==> src/hdl/hrc_pkg.sv <==
`default_nettype none

package hrc_pkg;

   localparam int MAX_SEQ_LEN = 8192;
   localparam int ALPHA_SIZE  = 21;
   localparam int IDX_W       = 5;
   localparam int CNT_W       = 14;
   localparam int BYTE_W      = 8;
   localparam int REQ_DATA_W  = 8;
   localparam int RSP_DATA_W  = 64;
   localparam int FIELD_MAX   = 16383;
   localparam int CAP_INT     = (MAX_SEQ_LEN < FIELD_MAX) ? MAX_SEQ_LEN : FIELD_MAX;

   localparam logic [CNT_W-1:0]  SAT_CAP      = CNT_W'(CAP_INT);
   localparam logic [IDX_W-1:0]  IDX_NONE     = '1;
   localparam logic [IDX_W-1:0]  IDX_LAST     = IDX_W'(ALPHA_SIZE - 1);
   localparam logic [IDX_W-1:0]  EMIT_LAST    = IDX_W'(ALPHA_SIZE);
   localparam logic [BYTE_W-1:0] THR_RESET    = 8'd3;
   localparam logic [BYTE_W-1:0] THR_MIN      = 8'd2;
   localparam logic [BYTE_W-1:0] CASE_OFFSET  = 8'd32;
   localparam logic [BYTE_W-1:0] LOWER_FIRST  = 8'h61;
   localparam logic [BYTE_W-1:0] LOWER_LAST   = 8'h7a;

   typedef enum logic {
      KIND_SUMMARY = 1'b0,
      KIND_RESIDUE = 1'b1
   } hrc_kind_type;

   typedef struct packed {
      logic             valid;
      logic [IDX_W-1:0] idx;
      logic             eos;
   } hrc_item_type;

   typedef struct packed {
      logic             start;
      logic [CNT_W-1:0] total;
      logic [CNT_W-1:0] shortest;
      logic [CNT_W-1:0] clean;
      logic [CNT_W-1:0] count_rd;
   } hrc_tract_status_type;

   typedef struct packed {
      logic             busy;
      logic [IDX_W-1:0] rd_idx;
      logic             clear;
   } hrc_emit_ctrl_type;

   function automatic logic [CNT_W-1:0] sat_add(input logic [CNT_W-1:0] a,
                                                input logic [CNT_W-1:0] b);
      logic [CNT_W:0] s;
      begin
         s = {1'b0, a} + {1'b0, b};
         sat_add = (s > {1'b0, SAT_CAP}) ? SAT_CAP : s[CNT_W-1:0];
      end
   endfunction

   function automatic logic [IDX_W-1:0] letter_index(input logic [BYTE_W-1:0] b);
      logic [BYTE_W-1:0] u;
      begin
         u = (b >= LOWER_FIRST && b <= LOWER_LAST) ? b - CASE_OFFSET : b;
         unique case (u)
            "A":     letter_index = 5'd0;
            "C":     letter_index = 5'd1;
            "D":     letter_index = 5'd2;
            "E":     letter_index = 5'd3;
            "F":     letter_index = 5'd4;
            "G":     letter_index = 5'd5;
            "H":     letter_index = 5'd6;
            "I":     letter_index = 5'd7;
            "K":     letter_index = 5'd8;
            "L":     letter_index = 5'd9;
            "M":     letter_index = 5'd10;
            "N":     letter_index = 5'd11;
            "P":     letter_index = 5'd12;
            "Q":     letter_index = 5'd13;
            "R":     letter_index = 5'd14;
            "S":     letter_index = 5'd15;
            "T":     letter_index = 5'd16;
            "V":     letter_index = 5'd17;
            "W":     letter_index = 5'd18;
            "X":     letter_index = 5'd19;
            "Y":     letter_index = 5'd20;
            default: letter_index = IDX_NONE;
         endcase
      end
   endfunction

endpackage

`default_nettype wire

==> src/hdl/homopeptide_run_counter_core.sv <==
// Homopeptide tract counter. Takes one sequence byte per cycle on req_, folds
// lower case, drops bytes outside ACDEFGHIKLMNPQRSTVWXY and follows runs of one
// residue; a run of at least csr_wdata's threshold (reset 3, values below 2 act
// as 2) counts as a tract. The word with req_tlast closes the sequence; after the
// decoder registers it, the output serializer sends 22 words on rsp_: one
// summary (rsp_tuser 0) and one per residue in alphabet order (rsp_tuser 1), the
// last with rsp_tlast. Ordinary bytes go at one per cycle; from the final byte
// until the last result word is loaded req_tready stays low. The serializer reads
// one residue counter per cycle while rsp_tready is high or its output is empty.
// Counts saturate at 8192. Write the threshold only while idle.
`default_nettype none

module homopeptide_run_counter_core
   import hrc_pkg::*;
(
   input  wire logic                  clock,
   input  wire logic                  reset,
   input  wire logic                  csr_we,
   input  wire logic [BYTE_W-1:0]     csr_wdata,
   input  wire logic                  req_tvalid,
   output logic                       req_tready,
   input  wire logic [REQ_DATA_W-1:0] req_tdata,   // [7:0] residue_byte
   input  wire logic                  req_tlast,   // end_of_sequence
   output logic                       rsp_tvalid,
   input  wire logic                  rsp_tready,
   output logic [RSP_DATA_W-1:0]      rsp_tdata,   // [4:0] residue_index,
                                                   // [18:5] residue_tract_count,
                                                   // [32:19] total_tract_residues,
                                                   // [46:33] shortest_tract,
                                                   // [60:47] clean_length, [63:61] zero
   output logic                       rsp_tuser,   // result_kind
   output logic                       rsp_tlast    // last_result
);

   hrc_item_type         item;
   hrc_tract_status_type status;
   hrc_emit_ctrl_type    ctrl;

   hrc_decode u_decode (
      .clock      (clock),
      .reset      (reset),
      .req_tvalid (req_tvalid),
      .req_tready (req_tready),
      .req_tdata  (req_tdata),
      .req_tlast  (req_tlast),
      .busy       (ctrl.busy),
      .item       (item)
   );

   hrc_tract u_tract (
      .clock     (clock),
      .reset     (reset),
      .csr_we    (csr_we),
      .csr_wdata (csr_wdata),
      .item      (item),
      .ctrl      (ctrl),
      .status    (status)
   );

   hrc_emit u_emit (
      .clock      (clock),
      .reset      (reset),
      .status     (status),
      .ctrl       (ctrl),
      .rsp_tvalid (rsp_tvalid),
      .rsp_tready (rsp_tready),
      .rsp_tdata  (rsp_tdata),
      .rsp_tuser  (rsp_tuser),
      .rsp_tlast  (rsp_tlast)
   );

endmodule

`default_nettype wire

==> src/hdl/hrc_decode.sv <==
`default_nettype none

module hrc_decode
   import hrc_pkg::*;
(
   input  wire logic                  clock,
   input  wire logic                  reset,
   input  wire logic                  req_tvalid,
   output logic                       req_tready,
   input  wire logic [REQ_DATA_W-1:0] req_tdata,
   input  wire logic                  req_tlast,
   input  wire logic                  busy,
   output hrc_item_type               item
);

   logic             valid_ff, valid_in;
   logic [IDX_W-1:0] idx_ff, idx_in;
   logic             eos_ff, eos_in;

   // hold off while a final word waits here or results are going out
   assign req_tready = !busy && !(valid_ff && eos_ff);

   always_comb begin
      valid_in = req_tvalid && req_tready;
      idx_in   = letter_index(req_tdata[BYTE_W-1:0]);
      eos_in   = req_tlast;
   end

   always_ff @(posedge clock) begin
      if (reset) begin
         valid_ff <= 1'b0;
      end else begin
         valid_ff <= valid_in;
      end
      idx_ff <= idx_in;
      eos_ff <= eos_in;
   end

   assign item = '{valid: valid_ff, idx: idx_ff, eos: eos_ff};

endmodule

`default_nettype wire

==> src/hdl/hrc_tract.sv <==
`default_nettype none

module hrc_tract
   import hrc_pkg::*;
(
   input  wire logic              clock,
   input  wire logic              reset,
   input  wire logic              csr_we,
   input  wire logic [BYTE_W-1:0] csr_wdata,
   input  wire hrc_item_type      item,
   input  wire hrc_emit_ctrl_type ctrl,
   output hrc_tract_status_type   status
);

   logic [BYTE_W-1:0] threshold_ff;
   logic              prev_valid_ff, prev_valid_in;
   logic [IDX_W-1:0]  prev_ff, prev_in;
   logic [CNT_W-1:0]  run_ff, run_in;
   logic [CNT_W-1:0]  total_ff, total_in;
   logic [CNT_W-1:0]  shortest_ff, shortest_in;
   logic [CNT_W-1:0]  clean_ff, clean_in;
   logic [CNT_W-1:0]  counts_ff [ALPHA_SIZE];

   logic [BYTE_W-1:0] thr;
   logic              is_letter;
   logic              same;
   logic [CNT_W-1:0]  run_inc;
   logic              close_do;
   logic [CNT_W-1:0]  close_len;
   logic              close_hit;
   logic [IDX_W-1:0]  rd_addr;
   logic [CNT_W-1:0]  count_rd;
   logic [CNT_W-1:0]  count_new;

   always_comb begin
      thr       = (threshold_ff < THR_MIN) ? THR_MIN : threshold_ff;
      is_letter = item.idx != IDX_NONE;
      same      = is_letter && prev_valid_ff && (prev_ff == item.idx);
      run_inc   = sat_add(run_ff, CNT_W'(1));
      rd_addr   = ctrl.busy ? ctrl.rd_idx : prev_ff;
      count_rd  = counts_ff[rd_addr];

      // one run closes per word at most: a fresh run of one never reaches the threshold
      if (same) begin
         close_do  = item.eos;
         close_len = run_inc;
      end else begin
         close_do  = is_letter || item.eos;
         close_len = run_ff;
      end
      close_hit = item.valid && close_do && prev_valid_ff && (close_len >= CNT_W'(thr));
      count_new = sat_add(count_rd, close_len);

      prev_valid_in = prev_valid_ff;
      prev_in       = prev_ff;
      run_in        = run_ff;
      total_in      = total_ff;
      shortest_in   = shortest_ff;
      clean_in      = clean_ff;

      if (item.valid) begin
         if (is_letter) begin
            prev_valid_in = 1'b1;
            prev_in       = item.idx;
            run_in        = same ? run_inc : CNT_W'(1);
            clean_in      = sat_add(clean_ff, CNT_W'(1));
         end
         if (item.eos) begin
            run_in = '0;
         end
         if (close_hit) begin
            total_in = sat_add(total_ff, close_len);
            if (shortest_ff == '0 || close_len < shortest_ff) begin
               shortest_in = close_len;
            end
         end
      end

      if (ctrl.clear) begin
         prev_valid_in = 1'b0;
         prev_in       = '0;
         run_in        = '0;
         total_in      = '0;
         shortest_in   = '0;
         clean_in      = '0;
      end
   end

   always_ff @(posedge clock) begin
      if (reset) begin
         threshold_ff  <= THR_RESET;
         prev_valid_ff <= 1'b0;
         prev_ff       <= '0;
         run_ff        <= '0;
         total_ff      <= '0;
         shortest_ff   <= '0;
         clean_ff      <= '0;
      end else begin
         if (csr_we) begin
            threshold_ff <= csr_wdata;
         end
         prev_valid_ff <= prev_valid_in;
         prev_ff       <= prev_in;
         run_ff        <= run_in;
         total_ff      <= total_in;
         shortest_ff   <= shortest_in;
         clean_ff      <= clean_in;
      end
   end

   always_ff @(posedge clock) begin
      if (reset || ctrl.clear) begin
         for (int k = 0; k < ALPHA_SIZE; k++) begin
            counts_ff[k] <= '0;
         end
      end else if (close_hit) begin
         counts_ff[prev_ff] <= count_new;
      end
   end

   assign status = '{start:    item.valid && item.eos,
                     total:    total_ff,
                     shortest: shortest_ff,
                     clean:    clean_ff,
                     count_rd: count_rd};

endmodule

`default_nettype wire

==> src/hdl/hrc_emit.sv <==
`default_nettype none

module hrc_emit
   import hrc_pkg::*;
(
   input  wire logic                 clock,
   input  wire logic                 reset,
   input  wire hrc_tract_status_type status,
   output hrc_emit_ctrl_type         ctrl,
   output logic                      rsp_tvalid,
   input  wire logic                 rsp_tready,
   output logic [RSP_DATA_W-1:0]     rsp_tdata,
   output logic                      rsp_tuser,
   output logic                      rsp_tlast
);

   logic                  busy_ff, busy_in;
   logic [IDX_W-1:0]      cnt_ff, cnt_in;
   logic                  valid_ff, valid_in;
   hrc_kind_type          kind_ff, kind_in;
   logic [RSP_DATA_W-1:0] data_ff, data_in;
   logic                  last_ff, last_in;

   logic                  load;
   logic                  done;
   logic [IDX_W-1:0]      rd_idx;

   always_comb begin
      load    = busy_ff && (!valid_ff || rsp_tready);
      done    = load && (cnt_ff == EMIT_LAST);
      rd_idx  = (cnt_ff == '0) ? '0 : cnt_ff - IDX_W'(1);

      busy_in  = busy_ff;
      cnt_in   = cnt_ff;
      valid_in = valid_ff && !rsp_tready;
      kind_in  = kind_ff;
      data_in  = data_ff;
      last_in  = last_ff;

      if (status.start) begin
         busy_in = 1'b1;
         cnt_in  = '0;
      end
      if (load) begin
         valid_in = 1'b1;
         cnt_in   = cnt_ff + IDX_W'(1);
         if (cnt_ff == '0) begin
            kind_in = KIND_SUMMARY;
            data_in = {(RSP_DATA_W - IDX_W - 4 * CNT_W)'(0), status.clean,
                       status.shortest, status.total, CNT_W'(0), IDX_W'(0)};
            last_in = 1'b0;
         end else begin
            kind_in = KIND_RESIDUE;
            data_in = {(RSP_DATA_W - IDX_W - CNT_W)'(0), status.count_rd, rd_idx};
            last_in = rd_idx == IDX_LAST;
         end
      end
      if (done) begin
         busy_in = 1'b0;
      end
   end

   always_ff @(posedge clock) begin
      if (reset) begin
         busy_ff  <= 1'b0;
         cnt_ff   <= '0;
         valid_ff <= 1'b0;
      end else begin
         busy_ff  <= busy_in;
         cnt_ff   <= cnt_in;
         valid_ff <= valid_in;
      end
      kind_ff <= kind_in;
      data_ff <= data_in;
      last_ff <= last_in;
   end

   assign ctrl       = '{busy: busy_ff, rd_idx: rd_idx, clear: done};
   assign rsp_tvalid = valid_ff;
   assign rsp_tdata  = data_ff;
   assign rsp_tuser  = kind_ff;
   assign rsp_tlast  = last_ff;

endmodule

`default_nettype wire

==> config.mk <==
export PLATFORM = sky130hd
export DESIGN_NAME = homopeptide_run_counter_core
export DESIGN_NICKNAME = d
export VERILOG_FILES = /design/src/hdl/hrc_pkg.sv /design/src/hdl/homopeptide_run_counter_core.sv /design/src/hdl/hrc_decode.sv /design/src/hdl/hrc_tract.sv /design/src/hdl/hrc_emit.sv
export SDC_FILE = /design/constraint.sdc
export NUM_CORES = 1
export LEC_CHECK = 0
export ABC_AREA = 1
export BUFFER_PORTS_ARGS = -buffer_cell sky130_fd_sc_hd__buf_4
export CORE_MARGIN = 1
export CORE_UTILIZATION = 70
export CTS_BUF_LIST = sky130_fd_sc_hd__clkbuf_4 sky130_fd_sc_hd__clkbuf_8
export DETAILED_ROUTE_END_ITERATION = 8
export GPL_TIMING_DRIVEN = 1
export PLACE_DENSITY = 0.86
export SLEW_MARGIN = 0
export SYNTH_ARGS = -nofsm -noshare
export SYNTH_HDL_FRONTEND = slang
export SYNTH_HIERARCHICAL = 1
export SYNTH_SLANG_ARGS = --single-unit
==> constraint.sdc <==
create_clock -name clock -period 9.2 [get_ports clock]
set_input_delay 1.84 -clock clock [delete_from_list [all_inputs] [get_ports clock]]
set_output_delay 1.84 -clock clock [all_outputs]
set_load 0.05 [all_outputs]
# After elaboration in Yosys (flattened, before gate mapping)
# Memories as Yosys holds them, arrays and structs flattened.
# Cells that the tools add are included.
word_totals:
  regBits: 150
  mem_bits_rw: 294
  in_bits: 22
  output_inout_bits: 68
  elab_cells: 116
  mem_count: 1
mem_list:
  columns: ["name", "depth", "width", "rd", "rd_clocked_by_memory_dff", "wr", "line", "text"]
  rows:
  - ["u_tract.counts_ff", 21, 14, 1, 0, 21, "hrc_tract.sv:22", "logic [CNT_W-1:0] counts_ff [ALPHA_SIZE];"]
op_classes:
  n_addsub: 7
  magnitude_cmp: 9
  n_eq_ne: 25
  mux: 26
  reduce_logical: 30
ops:
  columns: ["op", "n"]
  rows:
  - ["8-bit by 7-bit equality test with 1-bit output (second input constant)", 21]
  - ["14-bit 2-to-1 mux", 9]
  - ["5-bit one-hot mux with 21 select lines", 1]
  - ["15-bit by 14-bit greater-than comparator with 1-bit output (second input constant)", 4]
  - ["14-bit by 1-bit adder with 15-bit output (second input constant)", 2]
  - ["14-bit by 14-bit adder with 15-bit output", 2]
  - ["5-bit 2-to-1 mux", 5]
  - ["8-bit 2-to-1 mux", 2]
  - ["14-bit by 8-bit greater-or-equal comparator with 1-bit output", 1]
  - ["14-bit zero test", 1]
  - ["14-bit less-than comparator", 1]
  - ["14-bit OR reduction", 1]
  - ["1-bit logical AND", 12]
  - ["5-bit equality test (second input constant)", 2]
  - ["1-bit 2-to-1 mux", 9]
  - ["8-bit by 7-bit greater-or-equal comparator with 1-bit output (second input constant)", 1]
  - ["8-bit by 7-bit <= comparator with 1-bit output (second input constant)", 1]
  - ["8-bit by 2-bit less-than comparator with 1-bit output (second input constant)", 1]
  - ["8-bit by 6-bit subtractor with 8-bit output (second input constant)", 1]
  - ["2-bit AND reduction", 3]
  - ["5-bit by 1-bit adder with 5-bit output (second input constant)", 1]
  - ["5-bit equality test", 1]
  - ["5-bit zero test", 1]
  - ["5-bit inequality test (second input constant)", 1]
  - ["6 further kinds", 13]

# Longest topological paths before layout
# Gate-level depths: netlist (run 1).
depth:
  ltp_word: 12
  mapped_depth: 35
  mapped_depth_nobuf: 31

# Modules after synthesis
# The synthesis (run 1) kept the hierarchy.
by_module_without_submodules:
  columns: ["module", "n_inst", "cells_each", "area_per_inst_um2", "seq_area_each_um2"]
  rows:
  - ["hrc_tract", 1, 2513, 25192.9, 14854.2]
  - ["hrc_emit", 1, 268, 2936.6, 2031.9]
  - ["hrc_decode", 1, 107, 616.8, 140.1]

# Worst setup path after synthesis (run 1)
# Ideal clock, no wire load.
synth_timing:
  path_kind: "input to register"
  startpoint: "input port rsp_tready"
  endpoint: "register u_emit.data_ff[0] (netlist: u_emit/rsp_tdata[0]) (enable)"
  setup_ps: 512
  arrival_time_ps: 5082
  required_ps: 8688
  path_slack_ps: 3605
  stages: 2
  path_buffers: 0
  cell_sequence: "inv_1 a21oi_1"
synth_via:
  elab_chain_len: 2
synth_lines:
  columns: ["element", "line", "text"]
  rows:
  - ["from (decl)", "homopeptide_run_counter_core.sv:25", "input wire logic rsp_tready,"]
  - ["1-bit logical OR", "hrc_emit.sv:29", "load = busy_ff && (!valid_ff || rsp_tready);"]
  - ["1-bit logical AND", "hrc_emit.sv:29", null]
  - ["named net u_emit.load", "hrc_emit.sv:24", "logic load;"]
  - ["to (signal assigned)", "hrc_emit.sv:74", "data_ff <= data_in;"]
  - ["to (decl)", "hrc_emit.sv:21", "logic [RSP_DATA_W-1:0] data_ff, data_in;"]
# The timed path passes the listed nets, and every way through them passes these cells.
# A chain may end at the register's enable or synchronous reset.

==> results of run 1 <==
## per-layer routing
metal / GRT usage / up-vias / part of all wire
li1: - / 10180 / -
met1: 0.4991 / 10729 / 0.36
met2: 0.5719 / 1832 / 0.46
met3: 0.07668 / 352 / 0.13
met4: 0.2321 / 4 / 0.058
met5: 0 / - / 0.0014
## flip-flops by register name, indices dropped and copies added (netlist names)
name and flops:
u_decode/eos_ff 1, u_decode/idx_ff 5, u_decode/valid_ff 1, u_emit/busy_ff 1
u_emit/cnt_ff 5, u_emit/rsp_tdata 61, u_emit/rsp_tlast 1, u_emit/rsp_tuser 1
u_emit/rsp_tvalid 1, u_tract/clean_ff 14, u_tract/counts_ff 448, u_tract/prev_ff 5
u_tract/prev_valid_ff 1, u_tract/run_ff 14, u_tract/shortest_ff 14, u_tract/threshold_ff 8
u_tract/total_ff 14
## report_power, final
group / total [mW] / switching (mW) / internal [mW]
combinational: 0.927 / 0.740 / 0.187
clock: 2.17 / 1.05 / 1.12
sequential: 3.07 / 0.0256 / 3.04
## kinds of logic (layout without fill, tap and decap cells)
kind of cell	after synthesis	after routing	synth area share
compound gates	604	604	0.1231
fa+ha+maj	57	57	0.02533
buf+inv	451	529	0.06612
xor+xnor	40	40	0.01219
other cells	1	4	0.0001305
simple gates	1140	1140	0.1808
flops	595	595	0.5923
## path summary, 6_finish.rpt
kind,endpoint,depth (start not counted),from
worst max-delay path,u_tract/counts_ff[30][5],31,u_emit/cnt_ff[0]
worst min-delay path,u_tract/run_ff[12],2,u_tract/run_ff[12]
worst max register to register,u_tract/counts_ff[30][5],31,u_emit/cnt_ff[0]
worst min register to register,u_tract/run_ff[12],2,u_tract/run_ff[12]
## cells in the mapped netlist, drive strengths merged, types with 4 or more instances
cell    count
nor2      522
edfxtp    511
o21ai     305
nand2     286
inv       241
nor3      193
clkbuf    139
a21oi     114
nand3      93
o221ai     87
dfxtp      84
buf        69
ha         55
xor2       31
o22ai      30
nand4      29
a31oi      27
o211ai     21
nor4        9
xnor2       9
a21boi      4
## area by class of cell
cell class / instances / area [um^2]
antenna: 1 / 2.502
clock buffer: 116 / 1478
clock inverter: 57 / 327.8
fill: 2475 / 8823
inverter: 243 / 917.1
multi-input combinational: 1844 / 9955
sequential: 595 / 17030
tap: 525 / 656.9
timing repair buffer: 113 / 910.9
## worst max-delay path, delay by kind of cell, from the launching register on
kind | cells | cell delay [ns]
fa+ha+maj | 2 | 0.73
flops | 1 | 0.43
buf+inv | 11 | 2.33
simple gates | 10 | 2.20
compound gates | 8 | 1.86
## per-stage QoR
stage / utilization / power, mW / setup WS, ns
global placement: 0.7349 / 3.965 / 1.777
finish: 0.7799 / 6.169 / 1.227
floorplan: - / 3.715 / 3.605
detailed placement: 0.7349 / 4.005 / 1.474
CTS: 0.7799 / 6.139 / 1.414
global route: 0.7799 / 6.344 / 0.5808
==> impl_metrics.yaml, run 1 <==
run_status:
  outcome: "finished, final reports clean"
clock_tree:
  ctsRootBufferMaster: "clkbuf_8"
  ctsHoldBuffers: 0
  cts_buffers: 92
  post_cts_buffers: 0
  cts_resized: 0
  clockBufferDepth: 3
  cts_tree: "yes"
  clk_pin_slew_ns: 0.06
  h-tree-depth: 3
  clock-sinks: 595
  clock_latency_ns: 0.68
finish:
  fin_area_um2: 31270
  drive_gt1_frac: 0.1290
  nNetsFinal: 2968
  layout_common_cells: "edfxtp_1 (511), nor2_1 (498), o21ai_0 (284)"
  final_common_cell: "edfxtp_1"
  fin_cells: 3494
  area_growth_pct: 8.792
critical_path:
  start_kind: "register"
  crit_top_cell: "inv_1"
  crit_required_ns: 9.51
  slowest_stage: "nand2_1"
  crit_path_max_incr_delay_ns: 0.89
  crit_path_end_kind: "register"
  worst-r2r-setup-slack_ns: 1.23
  crit_type: "register to register"
  cp_max_fo: 83
  cp.arrival_ns: 8.28
floorplanning:
  die-area_um2: 41880
  io-pin-count: 90
  rows: 73
  chipWidth_um: 204.6
  core_um2: 40100
  die_h_um: 204.6
  start_util: 0.7169
global_routing:
  grt_pass1_wl_um: 119800
  grt_max_degree: 184
  grt_antenna_before_repair: 1
  grt_pass1_vias: 21851
  grt_util_all_layers: 0.3760
  grt_overflow: 0
sta:
  worstMarginPinSlew_ns: 1.331
  drv_slew: 0
  fin_skew_ns: 0.03118
  setup_tns_ns: 0
  max_freq_mhz: 125.4
  period_minus_slack_ns: 7.973
  post-route-period-util: 0.8666
  rsz0062_at_grt: "false"
  relSlewSlack: 0.1119
  hold_viol: 0
  finalHoldWorstSlack_ns: 0.4718
  setup_viol: 0
synth:
  ys_ff_latch: 595
  syn_area_um2: 28750
  synth_area_leaders: "edfxtp_1 (53%), nor2_1 (6.7%), dfxtp_1 (5.8%), o21ai_0 (5.2%), nand2_1 (3.6%)"
  synth_cell_types: 57
  synth_top_area_share: 0.5338
  synth-main-ff-cell: "edfxtp_1"
  syn_inst: 2888
  synth_edf_count: 511
  yosysSeqAreaShare: 0.5923
  synth.yosys.warnings: 6
  synth.avg_cell_area_um2: 9.954
  yosys.area.top_type: "edfxtp_1"
  async_flop_share: 0
power:
  peakVddDrop_v: 0.0001142
  power.leakage_nw: 11.53
  power_density_nw_per_um2: 197.2
worst_hold_path:
  min_path_type: "register to register"
placement:
  hpwl_um: 46020
  gp_congestion: 0.9289
  port_buffers: 86
  dp_cells: 3320
  dpl_cell_area_um2: 29470
drt:
  wirelength_um: 78310
  vias: 23097
  dr.pass1.iters: 8
  ant_nets: 0
  vias_per_cell: 6.610
  avgRoutedWirePerCell_um: 22.41
  drc: 0
  drt_first_iter_violations: 3838
run:
  max-cap-violations: 0
Power figures use the tool's default switching activity.
==> run 2: changes to the inputs <==
--- a/config.mk
+++ b/config.mk
@@ -8,11 +8,12 @@
 export ABC_AREA = 1
 export BUFFER_PORTS_ARGS = -buffer_cell sky130_fd_sc_hd__buf_4
 export CORE_MARGIN = 1
-export CORE_UTILIZATION = 70
+export CORE_UTILIZATION = 60
 export CTS_BUF_LIST = sky130_fd_sc_hd__clkbuf_4 sky130_fd_sc_hd__clkbuf_8
+export CTS_CLUSTER_DIAMETER = 50
 export DETAILED_ROUTE_END_ITERATION = 8
 export GPL_TIMING_DRIVEN = 1
-export PLACE_DENSITY = 0.86
+export PLACE_DENSITY = 0.75
 export SLEW_MARGIN = 0
 export SYNTH_ARGS = -nofsm -noshare
 export SYNTH_HDL_FRONTEND = slang
==> impl_metrics.yaml, run 2 (same netlist as run 1, synthesis figures left out) <==
sta:
  hold_viol: 0
  worstMarginPinSlew_ns: 1.228
  rsz0062_at_grt: "false"
  max_freq_mhz: 117.3
  fin_skew_ns: 0.03643
  setup_tns_ns: 0
  period_minus_slack_ns: 8.524
  setup_viol: 0
  relSlewSlack: 0.1813
  drv_slew: 0
  post-route-period-util: 0.9265
critical_path:
  slowest_stage: "nor2_2"
  start_kind: "register"
  rr_worst_depth: 25
  cp_max_fo: 131
  crit_required_ns: 9.65
  cp.arrival_ns: 8.97
  r2r_end: "u_tract/counts_ff[24][5]"
  crit_path_end_kind: "register"
  crit_path_max_incr_delay_ns: 0.79
  worst-r2r-setup-slack_ns: 0.68
  crit_top_cell: "inv_1"
  r2r-start: "u_emit/cnt_ff[0]"
  crit_type: "register to register"
clock_tree:
  cts_tree: "yes"
  h-tree-depth: 3
  clk_pin_slew_ns: 0.06
  clockBufferDepth: 3
  post_cts_buffers: 0
  cts_buffers: 95
  clock-sinks: 595
  cts_resized: 0
  ctsRootBufferMaster: "clkbuf_8"
  ctsHoldBuffers: 0
  clock_latency_ns: 0.69
run_status:
  outcome: "complete, but fails checks"
  violations: "design-rule violations"
worst_hold_path:
  min_from: "u_tract/run_ff[12]"
  min_path_type: "register to register"
  hold_end: "u_tract/run_ff[12]"
  worstHoldPathCells: 2
finish:
  n_antenna_cell: 0
  num-fill-cells: 3521
  nNetsFinal: 2970
  layout_common_cells: "edfxtp_1 (511), nor2_1 (498), o21ai_0 (284)"
  area_growth_pct: 9.149
  largest_reg_flops: 448
  final_common_cell: "edfxtp_1"
  drive_gt1_frac: 0.1308
  largest-register: "u_tract/counts_ff"
floorplanning:
  rows: 79
  die-area_um2: 48790
  start_util: 0.6123
  die_h_um: 220.9
  core_um2: 46950
  io-pin-count: 90
  chipWidth_um: 220.9
power:
  power_mw: 6.163
  power.leakage_nw: 11.54
  peakVddDrop_v: 0.00009823
  power_density_nw_per_um2: 196.4
drt:
  drc: 6
  dr.pass1.iters: 9
  drt_first_iter_violations: 2731
  wirelength_um: 79110
  avgRoutedWirePerCell_um: 22.18
  vias: 22291
  ant_nets: 0
  vias_per_cell: 6.251
placement:
  hpwl_um: 46790
  gp_congestion: 0.9196
  port_buffers: 86
global_routing:
  grt_max_degree: 132
  grt_pass1_vias: 21586
  grt_util_all_layers: 0.3214
  grt_pass1_wl_um: 121000
  grt_antenna_before_repair: 0
  grt_overflow: 0
run:
  max-cap-violations: 0
run 2: final cells by class:
type | instances | area, um^2 | share of cell area
Tap cell | 607 | 759.5 | 0.02421
Clock buffer | 128 | 1599 | 0.05096
Timing Repair Buffer | 112 | 903.4 | 0.02879
Sequential cell | 595 | 17030 | 0.5426
Clock inverter | 37 | 209.0 | 0.006659
Multi-Input combinational cell | 1844 | 9961 | 0.3175
Inverter | 243 | 918.4 | 0.02927
run 2: worst max path at each step:
stage	slack (ns)	start	to	cells past startpoint
after floorplan	3.61	rsp_tready	u_emit/rsp_tdata[0]	2
after global placement	1.24	u_emit/cnt_ff[0]	u_tract/counts_ff[29][1]	31
after detailed placement	0.97	u_emit/cnt_ff[0]	u_tract/counts_ff[25][1]	26
after CTS	0.94	u_emit/cnt_ff[0]	u_tract/counts_ff[28][1]	25
after global routing	0.21	u_emit/cnt_ff[0]	u_tract/counts_ff[27][5]	28
final	0.68	u_emit/cnt_ff[0]	u_tract/counts_ff[24][5]	25
run 2: per-layer routing:
layer | global-route usage | vias up | routed length (um) | part of all wire
met5 | 0 | - | 0 | 0
met4 | 0.1629 | 0 | 3570 | 0.045
met3 | 0.06852 | 235 | 8744 | 0.11
met2 | 0.5132 | 1369 | 36630 | 0.46
met1 | 0.4177 | 10526 | 30160 | 0.38
li1 | - | 10161 | - | -
run 2: worst max-delay path, delay by kind of cell, from the launching register on:
kind	cells	cell delay, ns
simple gates	6	2.63
buf+inv	7	2.29
compound gates	9	2.06
fa+ha+maj	2	0.62
flops	1	0.38
xor+xnor	1	0.19
run 2: per-stage QoR:
step,setup slack (ns),hold WS [ns],util,instance area [um^2],instances
final,0.6760,0.4751,0.6683,31380,3566
after global routing,0.2106,0.5046,0.6683,31380,3566
after CTS,0.9432,0.4748,0.6683,31380,3566
after detailed placement,0.9651,0.4654,0.6298,29570,3401
after global placement,1.238,0.4518,0.6298,29570,3401
after floorplan,3.605,0.4363,-,28750,2890
run 2: report_power, final:
group	total (mW)	leakage [nW]	switching, mW	internal, mW
Sequential	3.07	5.71	0.0230	3.04
Clock	2.18	0.964	1.03	1.15
Combinational	0.916	4.86	0.736	0.180
Total	6.16	11.5	1.78	4.38
